===== config.mk =====
export PLATFORM = sky130hd
export DESIGN_NAME = mig_div
export DESIGN_NICKNAME = d
export VERILOG_FILES = /design/src/hdl/assert_macros.svh /design/src/hdl/mig_pkg.sv /design/src/hdl/mig_div.sv
export SDC_FILE = /design/constraint.sdc
export NUM_CORES = 1
export LEC_CHECK = 0
export BUFFER_PORTS_ARGS = -buffer_cell sky130_fd_sc_hd__buf_2
export CAP_MARGIN = 20
export CORE_MARGIN = 10
export CORE_UTILIZATION = 60
export CTS_BUF_LIST = sky130_fd_sc_hd__clkbuf_8
export DETAILED_ROUTE_END_ITERATION = 10
export PLACE_DENSITY = 0.81
export SLEW_MARGIN = 20
export SYNTH_ARGS = -nofsm -noshare
export SYNTH_HDL_FRONTEND = slang
export SYNTH_SLANG_ARGS = --single-unit
export TNS_END_PERCENT = 10

===== constraint.sdc =====
create_clock -name clk -period 4.66 [get_ports clk]
set_input_delay 0.466 -clock clk [delete_from_list [all_inputs] [get_ports clk]]
set_output_delay 0.466 -clock clk [all_outputs]
set_load 0.01 [all_outputs]

===== src/hdl/assert_macros.svh =====
// Assertion macros used by the top level of the matrix inverse block.
`ifndef ASSERT_MACROS_SVH
`define ASSERT_MACROS_SVH
`ifndef SYNTH
// Checked property, disabled while rst is high.
`define MIG_ASSERT(lbl, prop, msg) \
  lbl: assert property (@(posedge clk) disable iff (rst) prop) else $error(msg);
// Checked property, also checked during reset.
`define MIG_ASSERT_ALWAYS(lbl, prop, msg) \
  lbl: assert property (@(posedge clk) prop) else $error(msg);
`else
`define MIG_ASSERT(lbl, prop, msg)
`define MIG_ASSERT_ALWAYS(lbl, prop, msg)
`endif
`endif


===== src/hdl/mig_pkg.sv =====
// Types, constants and codes shared by the matrix inverse block.
package mig_pkg;

  localparam int MAX_DIM_DEF   = 8;
  localparam int FRAC_BITS_DEF = 16;

  localparam logic signed [31:0] SAT_MAX = 32'sh7FFF_FFFF;
  localparam logic signed [31:0] SAT_MIN = 32'sh8000_0000;

  // Register index of the dimension register.
  localparam logic REG_DIMENSION = 1'b0;

  typedef enum logic [1:0] {
    CELL_KEEP,
    CELL_LOAD,
    CELL_MULSUB
  } cell_op_t;

  typedef struct packed {
    cell_op_t           op;
    logic signed [31:0] data;
    logic               capture;
  } cell_cmd_t;

  typedef enum logic [3:0] {
    ST_IDLE,
    ST_LOAD,
    ST_INIT,
    ST_CAPT,
    ST_SEARCH,
    ST_SWAP,
    ST_DIV_RD,
    ST_DIV_RUN,
    ST_DIV_WR,
    ST_ELIM_CAPT,
    ST_ELIM,
    ST_EMIT
  } state_t;

endpackage


===== src/hdl/mig_div.sv =====
// Bit-serial signed fixed-point divider with saturation.
module mig_div #(
  parameter int FRAC_BITS = mig_pkg::FRAC_BITS_DEF
) (
  input  logic               clk,
  input  logic               rst,
  input  logic               start,
  input  logic signed [31:0] num,
  input  logic signed [31:0] den,
  output logic               done,
  output logic signed [31:0] quotient,
  output logic               clip
);

  localparam int W   = 32 + FRAC_BITS;
  localparam int CNT_W = $clog2(W + 1);

  logic [W-1:0]     dvd;
  logic [W-1:0]     quo;
  logic [31:0]      rem;
  logic [31:0]      den_mag;
  logic [CNT_W-1:0] cnt;
  logic             running;
  logic             neg;

  logic [32:0]      trial;
  logic             qbit;
  logic [31:0]      num_mag;
  logic [W-32:0]    quo_hi;

  assign num_mag = num[31] ? 32'(-num) : 32'(num);
  assign trial   = {rem, dvd[W-1]};
  assign qbit    = trial >= {1'b0, den_mag};
  assign quo_hi  = quo[W-1:31];

  always_comb begin
    clip     = 1'b0;
    quotient = neg ? -$signed(quo[31:0]) : $signed(quo[31:0]);
    if (!neg && quo_hi != '0) begin
      clip     = 1'b1;
      quotient = mig_pkg::SAT_MAX;
    end else if (neg && quo_hi != '0 && !(quo_hi == (W-31)'(1) && quo[30:0] == '0)) begin
      clip     = 1'b1;
      quotient = mig_pkg::SAT_MIN;
    end
  end

  always_ff @(posedge clk) begin
    if (rst) begin
      running <= 1'b0;
      done    <= 1'b0;
      cnt     <= '0;
    end else begin
      done <= 1'b0;
      if (start) begin
        running <= 1'b1;
        cnt     <= CNT_W'(W);
      end else if (running) begin
        cnt <= cnt - 1'b1;
        if (cnt == CNT_W'(1)) begin
          running <= 1'b0;
          done    <= 1'b1;
        end
      end
    end
    if (start) begin
      dvd     <= {num_mag, {FRAC_BITS{1'b0}}};
      den_mag <= den[31] ? 32'(-den) : 32'(den);
      neg     <= num[31] ^ den[31];
      rem     <= '0;
      quo     <= '0;
    end else if (running) begin
      rem <= qbit ? 32'(trial - {1'b0, den_mag}) : trial[31:0];
      dvd <= {dvd[W-2:0], 1'b0};
      quo <= {quo[W-2:0], qbit};
    end
  end

endmodule


== Yosys cells after proc, flatten, opt, wreduce, memory -nomap -nowiden ==
Cells that the tools add are included.

* Logic and storage cells: 47
* Output and inout bits: 34
* Bits in registers: 153
* Input port bits: 67

* Bitwise logic cells: 2
* Add/sub/neg operators: 5
* Equality and inequality tests: 2
* Order comparisons: 1
* Multiplexer cells: 16
* Reductions and logical operators: 11

{| class="wikitable"
|+ Operators by type and width
! kind !! number
|-
| 2-to-1 mux 32 bit || 5
|-
| 2-to-1 mux 48 bit || 2
|-
| negator 32 bit || 3
|-
| >= comparator 33 x 32 -> 1 bit || 1
|-
| subtractor 32 bit || 1
|-
| logical NOT 31 bit || 1
|-
| 2-to-1 mux 31 bit || 1
|-
| == test 17 x 1 -> 1 bit, second input constant || 1
|-
| nonzero test 17 bit || 1
|-
| 2-to-1 mux 6 bit || 2
|-
| == test 6 x 1 -> 1 bit, second input constant || 1
|-
| 2-to-1 mux 1 bit || 6
|-
| subtractor 6 x 1 -> 6 bit, second input constant || 1
|-
| logical AND 1 bit || 4
|-
| OR reduction 3 bit || 1
|-
| logical NOT 1 bit || 2
|-
| nonzero test 2 bit || 1
|-
| OR reduction 2 bit || 1
|-
| inverter 1 bit || 1
|-
| XOR 1 bit || 1
|}

== Longest topological paths before layout ==
* Depth in word-level cells: 6
* Mapped depth: 14
* Gate-level depth less buffers: 13

== Least setup slack after synthesis ==
No wires, ideal clock.

* Path kind: register to output
* Start point: register quo[0]
* End point: output port quotient[21]
* Stages on the path, launching flop included: 13
* Slack: 727 ps
* Arrival: 3467 ps
* Required time: 4194 ps
* Path buffers: 2
* Path through: dfxtp_1 > inv_1 > ha_1 > nor3b_1 > nand3b_1 > nand2b_2 > or4_4 > or4_4 > o41a_1 > o21a_1 > buf_6 > buf_6 > a311oi_1

* Cells in the longest elaborated chain, start to end: 6
* Elaborated cells between the ends (all ways): 8
* Those cells by class: 1 x add/sub; 3 x mux; 4 x reduce/logical

{| class="wikitable"
|+ RTL lines
! what !! RTL line !! source
|-
| start: declaration || mig_div.sv:19 || <nowiki>logic [W-1:0] quo;</nowiki>
|-
| start signal: assignment || mig_div.sv:75 || <nowiki>quo <= {quo[W-2:0], qbit};</nowiki>
|-
| branches (longest 4 deep; another with negator 32 bit) || - ||
|-
| 2-to-1 mux 32 bit * || mig_div.sv:42 || <nowiki>end else if (neg && quo_hi != '0 && !(quo_hi == (W-31)'(1) && quo[30:0] == '0)) begin</nowiki>
|-
| 2-to-1 mux 32 bit * || mig_div.sv:39 || <nowiki>if (!neg && quo_hi != '0) begin</nowiki>
|-
| end: declaration || mig_div.sv:11 || <nowiki>output logic signed [31:0] quotient,</nowiki>
|}

Mark *: on every way between the ends.

== Worst setup path after layout ==
* Start point: register quo[8]
* End point: output port quotient[14]

Same word-level chain as after synthesis.

==> impl_metrics.yaml <==
final_layout:
  layout_commonest_cell: "nor2_1"
  fin_nets: 1298
  fin_util: 0.6797
  drive_above_1_share: 0.1385
  post-route-cell-area_mm2: 0.01080
  syn_to_final_growth_pct: 11.23
  mostFrequentLayoutCells: "167 x nor2_1, 99 x buf_2, 93 x a21oi_1"
  n_antenna_cell: 0
global_routing:
  grt_max_degree: 104
  first_global_vias: 7818
  gr-total-overflow: 0
  grt_pass1_wl_mm: 36.78
  grt_util_all_layers: 0.1981
  antenna_found_initial: 0
outcome:
  status: "finished, final reports clean"
synthesis:
  yosysSeqAreaShare: 0.3825
  synth_ff_type: "dfxtp_1"
  syn-mean-instance-area_um2: 8.676
  synth_seq_cells: 153
  syn_inst: 1119
  netlist_area_mm2: 0.009708
  synthDistinctLibCells: 60
  synth_edf_count: 65
  ys_async_sr_fraction: 0
  syn_nets: 1224
  yosys_warnings: 0
die:
  initial_core_util: 0.6111
  die_h_um: 147.2
  dieArea_mm2: 0.02167
  rows: 46
  core-area_mm2: 0.01589
  pin_count: 101
  fp.dieW_um: 147.2
sta:
  fin_setup_tns_ns: 0
  finalCritPeriodShare: 0.9520
  report.final.setup_viol: 0
  slew_viol_final: 0
  rsz0062_at_grt: "false"
  fmax_mhz: 225.4
  hold_viol_final: 0
  slew_headroom: 0.2908
  holdWs_ns: 0.2511
  finClkSkew_ns: 0.01198
  worst_pin_slew_ns: 1.060
  period_needed_ns: 4.436
clocking:
  clk_pin_slew_worst_paths_ns: 0.08
  root_buffer: "clkbuf_8"
  htreeDepth: 4
  clk_latency_ns: 0.45
  cts_sinks: 153
  cts_tree: "done"
  clock_path_buffers: 2
  hold_buffers: 0
  numCtsBuffers: 17
worst_setup_path:
  timing.rr.end: "rem[24]"
  r2r_cells: 14
  r2r-start: "den_mag[1]"
  path_buf_inv: 2
  arrival_ns: 3.97
  path_common_cell: "or4_4"
  start_kind: "register"
  crit_family: "simple AND/OR/NAND/NOR gates"
  cpMaxStageDelayCell: "or4_4"
  critPathCaptureType: "output port"
  path_class: "reg -> out"
  cpPeakStageDelay_ns: 0.58
  cp_data_required_time_ns: 4.19
  cp_max_fo: 20
  path_cells: "or4_4 -> nor4_4 -> nand2b_2 -> or4_4 -> or4_4 -> o41a_1 -> o21a_2 -> buf_6 -> a311oi_1 -> buf_2"
  reg2reg_slack_ns: 1.20
pwr:
  p_sw_frac: 0.2848
  power_frac_comb: 0.224
  p_leak_nw: 4.459
  irDropWorstVdd_uv: 191.8
  seqPwrFrac: 0.459
  switching_power_uw: 959.2
  powerDensity_mw_per_mm2: 311.9
  power_frac_clock: 0.317
  internal-power_mw: 2.409
placement:
  placed_cell_area_mm2: 0.01033
  port_buffers: 100
  hpwl_mm: 15.54
  place_congestion: 0.9057
worst_hold_path:
  whs_endpoint: "den_mag[0]"
  hp-class: "in -> reg"
  hold_path.startpoint: "den[0]"
  hold_depth: 1
route:
  num_vias: 8359
  drt-pass1-iter-count: 8
  via_per_inst: 5.878
  antenna_left: 0
  drc_errors: 0
  wl_mm: 21.78
  drt_iter0_markers: 599
  wl_per_cell_um: 15.31
job:
  max_cap_violations: 0
-- power groups by stage --
stage / Combinational [mW] / Clock (mW) / Sequential, mW
after floorplan: 0.552 / 0 / 1.55
after global placement: 0.726 / 0 / 1.57
after detailed placement: 0.741 / 0 / 1.58
after CTS: 0.748 / 1.09 / 1.55
after global routing: 0.843 / 1.15 / 1.56
final: 0.754 / 1.07 / 1.55
-- cell type report --
| type | count | area [um2] |
|---|---|---|
| multi-input combinational | 853 | 5573 |
| fill | 1339 | 5087 |
| sequential | 153 | 3719 |
| timing repair buffer | 112 | 600.6 |
| tap | 216 | 270.3 |
| clock buffer | 19 | 261.5 |
| inverter | 56 | 210.2 |
| clock inverter | 13 | 163.9 |
-- cells in the mapped netlist (5+ instances only) --
cell type	n	area share
o21ai_0	56	0.029
nor4_1	15	0.0097
a21oi_1	93	0.048
xnor2_1	44	0.040
nor2_1	168	0.065
a211oi_1	22	0.017
o41ai_1	9	0.0081
nand3_1	15	0.0077
edfxtp_1	65	0.20
nor2b_1	7	0.0045
mux2i_1	70	0.072
clkbuf_1	40	0.015
buf_1	13	0.0050
a21boi_0	5	0.0039
or2_2	5	0.0032
dfxtp_1	88	0.18
a311oi_1	11	0.0099
or4_1	10	0.0077
nor3_1	19	0.0098
inv_1	56	0.022
o22ai_1	10	0.0064
or3_1	25	0.016
nand4_1	8	0.0052
o31ai_1	21	0.016
ha_1	37	0.048
xor2_1	46	0.042
o21a_1	10	0.0077
a21o_1	15	0.012
nand2b_1	7	0.0045
nand2_1	70	0.027
-- layer usage --
metal	up-vias	routed length (um)	part of all wire	track usage
met3	30	1274	0.059	0.03900
met1	3882	9910	0.46	0.2577
li1	4203	-	-	-
met2	244	10260	0.47	0.3199
met5	-	0	0	0
met4	0	329	0.015	0.07136
-- what timing repair did --
action,CTS,global route
pin swaps,2,1
gates resized for setup,1,6
buffers inserted,2,0
setup endpoints to repair,4,14
-- registers in the layout, indices dropped and copies added, names as in the netlist --
signal,count
neg,1
den_mag,32
dvd,32
cnt,6
done,1
running,1
rem,32
quo,48
-- worst max path at each step --
stage	slack, ns	cells past startpoint	to	from
floorplan	0.73	12	quotient[21]	quo[0]
global placement	0.54	13	quotient[8]	quo[0]
detailed placement	0.48	13	quotient[3]	quo[0]
CTS	0.02	11	quotient[3]	quo[7]
global route	0.04	10	quotient[6]	quo[8]
finish	0.22	10	quotient[14]	quo[8]
-- metrics by stage --
step                      power [mW]  std cells  worst slack, ns
after global placement         2.300       1388           0.5363
after floorplan                2.102       1119           0.7270
after CTS                      3.390       1422          0.01579
after detailed placement       2.318       1388           0.4777
final                          3.368       1422           0.2237
after global routing           3.545       1422          0.03789
-- cell families (layout without fill, tap and decap cells) --
kind of cell	count (synthesis)	count (layout)	synth area share
xor+xnor	90	90	0.08120
simple gates	372	372	0.1813
compound gates	282	282	0.1857
fa+ha+maj	38	38	0.04975
flops	153	153	0.3825
buf+inv	113	200	0.04614
mux	71	71	0.07333
(Power assumes the default switching activity.)
