### config.mk
export PLATFORM = sky130hd
export DESIGN_NAME = mig_cell
export DESIGN_NICKNAME = d
export VERILOG_FILES = /design/src/hdl/assert_macros.svh /design/src/hdl/mig_pkg.sv /design/src/hdl/mig_cell.sv
export SDC_FILE = /design/constraint.sdc
export NUM_CORES = 2
export LEC_CHECK = 0
export BUFFER_PORTS_ARGS = -buffer_cell sky130_fd_sc_hd__buf_4
export CORE_MARGIN = 1.5
export CORE_UTILIZATION = 59
export DETAILED_ROUTE_END_ITERATION = 7
export GPL_TIMING_DRIVEN = 0
export HOLD_SLACK_MARGIN = 0.06
export PLACE_DENSITY_LB_ADDON = 0.15
export SYNTH_ARGS = -nofsm -noshare
export SYNTH_HDL_FRONTEND = slang
export SYNTH_SLANG_ARGS = --single-unit
### constraint.sdc
create_clock -name clk -period 8.8 [get_ports clk]
set_input_delay 1.32 -clock clk [delete_from_list [all_inputs] [get_ports clk]]
set_output_delay 1.32 -clock clk [all_outputs]
set_load 0.01 [all_outputs]
### src/hdl/assert_macros.svh
// Assertion macros used by the top level of the matrix inverse block.
`ifndef ASSERT_MACROS_SVH
`define ASSERT_MACROS_SVH
`ifndef SYNTH
// Checked property, disabled while rst is high.
`define MIG_ASSERT(lbl, prop, msg) \
  lbl: assert property (@(posedge clk) disable iff (rst) prop) else $error(msg);
// Checked property, also checked during reset.
`define MIG_ASSERT_ALWAYS(lbl, prop, msg) \
  lbl: assert property (@(posedge clk) prop) else $error(msg);
`else
`define MIG_ASSERT(lbl, prop, msg)
`define MIG_ASSERT_ALWAYS(lbl, prop, msg)
`endif
`endif

### src/hdl/mig_pkg.sv
// Types, constants and codes shared by the matrix inverse block.
package mig_pkg;

  localparam int MAX_DIM_DEF   = 8;
  localparam int FRAC_BITS_DEF = 16;

  localparam logic signed [31:0] SAT_MAX = 32'sh7FFF_FFFF;
  localparam logic signed [31:0] SAT_MIN = 32'sh8000_0000;

  // Register index of the dimension register.
  localparam logic REG_DIMENSION = 1'b0;

  typedef enum logic [1:0] {
    CELL_KEEP,
    CELL_LOAD,
    CELL_MULSUB
  } cell_op_t;

  typedef struct packed {
    cell_op_t           op;
    logic signed [31:0] data;
    logic               capture;
  } cell_cmd_t;

  typedef enum logic [3:0] {
    ST_IDLE,
    ST_LOAD,
    ST_INIT,
    ST_CAPT,
    ST_SEARCH,
    ST_SWAP,
    ST_DIV_RD,
    ST_DIV_RUN,
    ST_DIV_WR,
    ST_ELIM_CAPT,
    ST_ELIM,
    ST_EMIT
  } state_t;

endpackage

### src/hdl/mig_cell.sv
// One row cell: a rotating ring of work and result words with multiply-subtract.
module mig_cell #(
  parameter int MAX_DIM   = mig_pkg::MAX_DIM_DEF,
  parameter int FRAC_BITS = mig_pkg::FRAC_BITS_DEF
) (
  input  logic               clk,
  input  logic               rst,
  input  mig_pkg::cell_cmd_t cmd,
  input  logic signed [31:0] pivot_word,
  output logic signed [31:0] tap,
  output logic signed [31:0] factor,
  output logic               clip
);

  localparam int RING = 2 * MAX_DIM;
  localparam logic signed [64:0] LIM_HI = 65'sh0_7FFF_FFFF;
  localparam logic signed [64:0] LIM_LO = -65'sh0_8000_0000;

  logic signed [31:0] ring [RING-1];
  logic signed [31:0] p1_word;
  logic signed [63:0] p1_prod;
  logic               p1_sub;

  logic signed [63:0] prod_sh;
  logic signed [63:0] prod_t;
  logic               round_up;
  logic signed [64:0] diff;
  logic signed [31:0] new_word;

  assign tap = ring[0];

  // Truncate the product toward zero, then subtract and clip.
  always_comb begin
    prod_sh  = p1_prod >>> FRAC_BITS;
    round_up = p1_prod[63] && (p1_prod[FRAC_BITS-1:0] != '0);
    prod_t   = prod_sh + {63'b0, round_up};
    diff     = {p1_word[31], p1_word[31], p1_word[31], p1_word[31], p1_word[31],
                p1_word[31], p1_word[31], p1_word[31], p1_word[31], p1_word[31],
                p1_word[31], p1_word[31], p1_word[31], p1_word[31], p1_word[31],
                p1_word[31], p1_word[31], p1_word[31], p1_word[31], p1_word[31],
                p1_word[31], p1_word[31], p1_word[31], p1_word[31], p1_word[31],
                p1_word[31], p1_word[31], p1_word[31], p1_word[31], p1_word[31],
                p1_word[31], p1_word[31], p1_word[31], p1_word}
               - {prod_t[63], prod_t};
    clip     = 1'b0;
    new_word = p1_word;
    if (p1_sub) begin
      if (diff > LIM_HI) begin
        new_word = mig_pkg::SAT_MAX;
        clip     = 1'b1;
      end else if (diff < LIM_LO) begin
        new_word = mig_pkg::SAT_MIN;
        clip     = 1'b1;
      end else begin
        new_word = diff[31:0];
      end
    end
  end

  always_ff @(posedge clk) begin
    if (rst) begin
      p1_sub <= 1'b0;
    end else begin
      p1_sub <= (cmd.op == mig_pkg::CELL_MULSUB);
    end
    p1_word <= (cmd.op == mig_pkg::CELL_LOAD) ? cmd.data : ring[0];
    p1_prod <= pivot_word * factor;
    if (cmd.capture) begin
      factor <= ring[0];
    end
    for (int i = 0; i < RING - 2; i++) begin
      ring[i] <= ring[i+1];
    end
    ring[RING-2] <= new_word;
  end

endmodule

---- Word level (Yosys, flattened, before mapping) ----
Memory sizes are Yosys's and may differ from the RTL's.
Cells that the tools add are included.
cells by class
  add/sub/neg operators ................... 2
  $mul .................................... 1
  div/mod/pow operators ................... 0
  magnitude comparators ................... 2
  eq/ne operators ......................... 2
  shift operators ......................... 0
  multiplexer cells ....................... 7
  bitwise gates (word level) .............. 0
  reductions and logical operators ........ 2
operators by type and width
  cell                    count
  $mux W32                4
  $mul A32 B32 Y64        1
  $gt A50 B32 Y1 const B  1
  $lt A50 B32 Y1 const B  1
  $sub A32 B49 Y50        1
  $add A48 B2 Y49         1
  $reduce_bool A16 Y1     1
  $mux W1                 3
  $eq A2 B1 Y1 const B    1
  $eq A2 B2 Y1 const B    1
  $logic_and A1 B1 Y1     1
storage, ports and cells
  register bits ........................... 129
  latch bits .............................. 0
  memory bits (writable) .................. 480
  memory bits (read-only) ................. 0
  bits of input ports ..................... 69
  output and inout bits ................... 65
  word-level logic and storage cells ...... 21
  memories kept ........................... 1
memories
  memory  depth  bits a word  read ports  clocked after Yosys merged registers in  write ports  line            text
  ring    15     32           15          0                                        15           mig_cell.sv:19  logic signed [31:0] ring [RING-1];

---- Longest topological paths before layout ----
  word-level depth ........................ 8
  mapped depth ............................ 29
  gate-level depth less buffers ........... 28

---- Worst setup path after synthesis ----
Ideal clock, no wire load.
  path type ............................... input-to-reg
  from .................................... in pivot_word[31]
  to ...................................... reg p1_prod[58]
  library setup time ...................... 0.072 ns
  arrival time ............................ 8.613 ns
  data required time ...................... 8.728 ns
  slack ................................... 0.114 ns
  stages .................................. 24
  cell sequence ........................... clkbuf_1 -> nand2_1 -> inv_1 -> fa_1 -> fa_1 -> fa_1 -> fa_1 -> fa_1 -> fa_1 -> fa_1 -> fa_1 -> ha_1 -> a21oi_1 -> o21bai_1 -> a21o_1 -> a21o_1 -> a21o_1 -> a21o_1 -> a21oi_1 -> o21ai_0 -> a2111oi_0 -> nor2_1 -> a31oi_1 -> xnor2_1
between the ends
  word-level cells in the longest chain between the ends .. 1
ends and longest elaborated chain
  what                  line            text
  from (decl)           mig_cell.sv:9   input logic signed [31:0] pivot_word,
  $mul A32 B32 Y64      mig_cell.sv:67  p1_prod <= pivot_word * factor;
  to (signal assigned)  mig_cell.sv:67
  to (decl)             mig_cell.sv:21  logic signed [63:0] p1_prod;
Every way passes these cells.
A chain may end at the register's enable or synchronous reset.

---- Final worst setup path ----
  from .................................... reg factor[31] (read register of ring)
  to ...................................... reg p1_prod[62]
between the ends
  word-level cells in the longest chain between the ends .. 1
ends and longest elaborated chain
  what              line            text
  from (decl)       mig_cell.sv:11  output logic signed [31:0] factor,
  $mul A32 B32 Y64  mig_cell.sv:67
Every way passes these cells.

==> results_dict.tcl <==
set metrics [dict create \
    mostFrequentLayoutCell "inv_1" \
    synth_area_leaders "fa_1, dfxtp_1, inv_1" \
    ys.flop_type "dfxtp_1" \
    syn_to_final_growth_pct 9.87 \
    crit_family "adder cells" \
    dr.pass1.iters 5 \
    tightest_slew_ns 1.03 \
    ys_seq_area_frac 0.234 \
    synth_top_cell_area_share 0.405 \
    cap_violations 0 \
    path_class "register to register" \
    nNetsFinal 6796 \
    syn_inst 5144 \
    yosysWarningCount 0 \
    wirelength_um 164000 \
    yosys.area.top_type "fa_1" \
    grt_first_pass_wirelength_um 249000 \
    place_area_sq_mm 0.0560 \
    max_stage_delay_ns 0.81 \
    r2r_setup_slack_ns 0.13 \
    die_w_um 304 \
    clock_skew_ns 0.0440 \
    hold_viol 0 \
    worst_setup_path_start_kind "register" \
    cts_buffer_depth 3 \
    cts_buffers 48 \
    drive_gt1_frac 0.107 \
    worst_r2r_path_depth 24 \
    regArea_sq_mm 0.0125 \
    fin_crit_ns 8.67 \
    holdCritPathClass "register to register" \
    maxSlewViolCount 0 \
    grt_pass1_vias 38700 \
    postLayoutCellArea_sq_mm 0.0588 \
    final_cell_mix "inv_1, fa_1, dfxtp_1" \
    rows 110 \
    clkTransAtPathRegs_ns 0.07 \
    path_buf_inv 2 \
    finalSetupViolations 0 \
    fill_cells 7338 \
    synth-async-reset-ratio 0 \
    cts_tree "built" \
    cts.sink_count 609 \
    period_share 0.985 \
    synthesis.nets 6575 \
    synth_cell_types 86 \
    multi_input_area_sq_mm 0.0361 \
    critPathSlowestCell "clkbuf_1" \
    portBuffers 133 \
    hpwlAfterDp_um 135000 \
    status "completed" \
    endpoint_kind "register" \
    overflow 0 \
    path_cells "clkinv_2 -> clkbuf_1 -> nor2_1 -> fa_1 -> fa_1 -> fa_1 -> fa_1 -> fa_1 -> fa_1 -> fa_1 -> fa_1 -> ha_1 -> a21oi_2 -> o21bai_1 -> a21o_1 -> a21o_1 -> a21o_1 -> a21o_1 -> a21oi_1 -> o21ai_1 -> a2111oi_4 -> o31ai_2 -> a21oi_2 -> xnor2_2" \
    arrival_ns 9.14 \
    synth-edff-count 32 \
    netlist_area_sq_mm 0.0535 \
    avgRoutedWirePerCell_um 24.9 \
    clock_latency_ns 0.62 \
    io_pins 134 \
    cp.required_ns 9.27 \
    die_area_sq_mm 0.0925 \
    avgSynthCellArea_sq_um 10.4 \
    vias 36500 \
    place_congestion 1.03 \
    max_freq_ghz 0.115 \
    whs_ns 0.300 \
    timing.rr.start "factor[31]" \
    dp_worst_setup_slack_ns -2.07 \
    worstPathMaxFanout 10 \
    worst_path_most_repeated_cell "fa_1" \
    coreArea_sq_mm 0.0900 \
    reg2reg_to "p1_prod[62]" \
    drc 0 \
    slew_headroom 0.316 \
    track_usage 0.368 \
    dieHeight_um 304 \
    min_delay_path_depth 0 \
    worstHoldEndpoint "ring[0][48]" \
    min-delay-start "ring[0][80]" \
    vias_per_cell 5.54 \
    antenna_found_initial 9 \
    ant_nets 0 \
    cts-root-buf "clkbuf_16" \
    synth-seq-cells 609 \
    initial_utilization 0.595 \
    worst_slack_ns 0.133 \
    htree_levels 2 \
    grt_max_degree 33 \
    drt-initial-drc-count 3220 \
]
state kept, by name, summed over array words and instances (netlist names):
register	count
ring	480
p1_prod	64
factor	32
p1_word	32
p1_sub	1
logic make-up after synthesis:
group                      Yosys count  share of synthesized area
adders and majority gates         1362                      0.470
buffers and inverters             1340                     0.0975
and+or+nand+nor                   1298                      0.122
muxes                               36                    0.00750
DFF                                609                      0.234
xor gates and xnor gates           111                     0.0182
AOI/OAI and AO/OA                  388                     0.0503
worst register-to-register path: cells and delay by family, from the launching register on:
kind	cells	cell delay, ns
adders and majority gates	9	4.47
AOI/OAI and AO/OA	11	2.13
buffers and inverters	2	1.10
DFF	1	0.49
and+or+nand+nor	1	0.18
xor gates and xnor gates	1	0.18
synth_stat cells (5+ instances only):
cell         n
a21oi_1    113
and2_1     525
and3_1      13
o21a_1      13
clkbuf_1   215
fa_1      1084
buf_4       34
o211ai_1     8
o31ai_1      9
or3_1        9
ha_1       278
o21bai_1    22
nor3_1      12
nor4_1       5
nor2_1      74
nand4_1     19
xnor2_1     82
or2_2        6
a221oi_1     5
o21ai_0     52
inv_1     1077
nand2_1    561
o22ai_1     11
a211oi_1    18
nor2b_1     10
a21o_1      57
nand3_1     27
o221ai_2    12
dfxtp_1    577
xor2_1      29
edfxtp_1    32
a31oi_1     11
o211ai_2     5
mux2_2      33
nand2b_1    13
stage by stage:
step,util,TNS [ns],cells
floorplan,-,0,5144
global placement,0.622,-32.91,6453
detailed placement,0.622,-32.79,6453
CTS,0.648,-0.0171,6564
global route,0.653,-0.0500,6580
finish,0.653,0,6585
worst max path at each step:
stage                   startpoint     endpoint  slack [ns]  cells past startpoint
CTS                 pivot_word[31]  p1_prod[59]       -0.02                     29
floorplan           pivot_word[31]  p1_prod[58]        0.11                     24
finish                  factor[31]  p1_prod[62]        0.13                     24
detailed placement  pivot_word[19]  p1_prod[59]       -2.07                     25
global placement    pivot_word[18]  p1_prod[59]       -2.05                     25
global route        pivot_word[31]  p1_prod[62]       -0.02                     26
per-layer routing:
metal  routed length (um)  track usage  up-vias
met3                18200       0.0986      384
met4                 8480        0.146       10
met5                   80            0        -
met1                65000        0.504    18500
li1                     -            -    15700
met2                72200        0.563     1829
repair_timing:
item,in CTS,in global routing
hold buffers,0,0
endpoints found under the setup margin,23,14
buffers inserted,22,18
pin swaps,2,15
resized for setup,172,176
final cells by class:
class / instances / area share
Multi-Input combinational cell: 3195 / 0.614
Sequential cell: 609 / 0.213
Inverter: 1078 / 0.0689
Buffer: 260 / 0.0254
Tap cell: 1176 / 0.0250
Timing Repair Buffer: 173 / 0.0242
Clock buffer: 63 / 0.0228
Clock inverter: 26 / 0.00723
Antenna cell: 5 / 0.000213
Power is left out: the tool's default activity adds up to more than one toggle a clock period on the data nets, which glitch-free logic cannot reach.
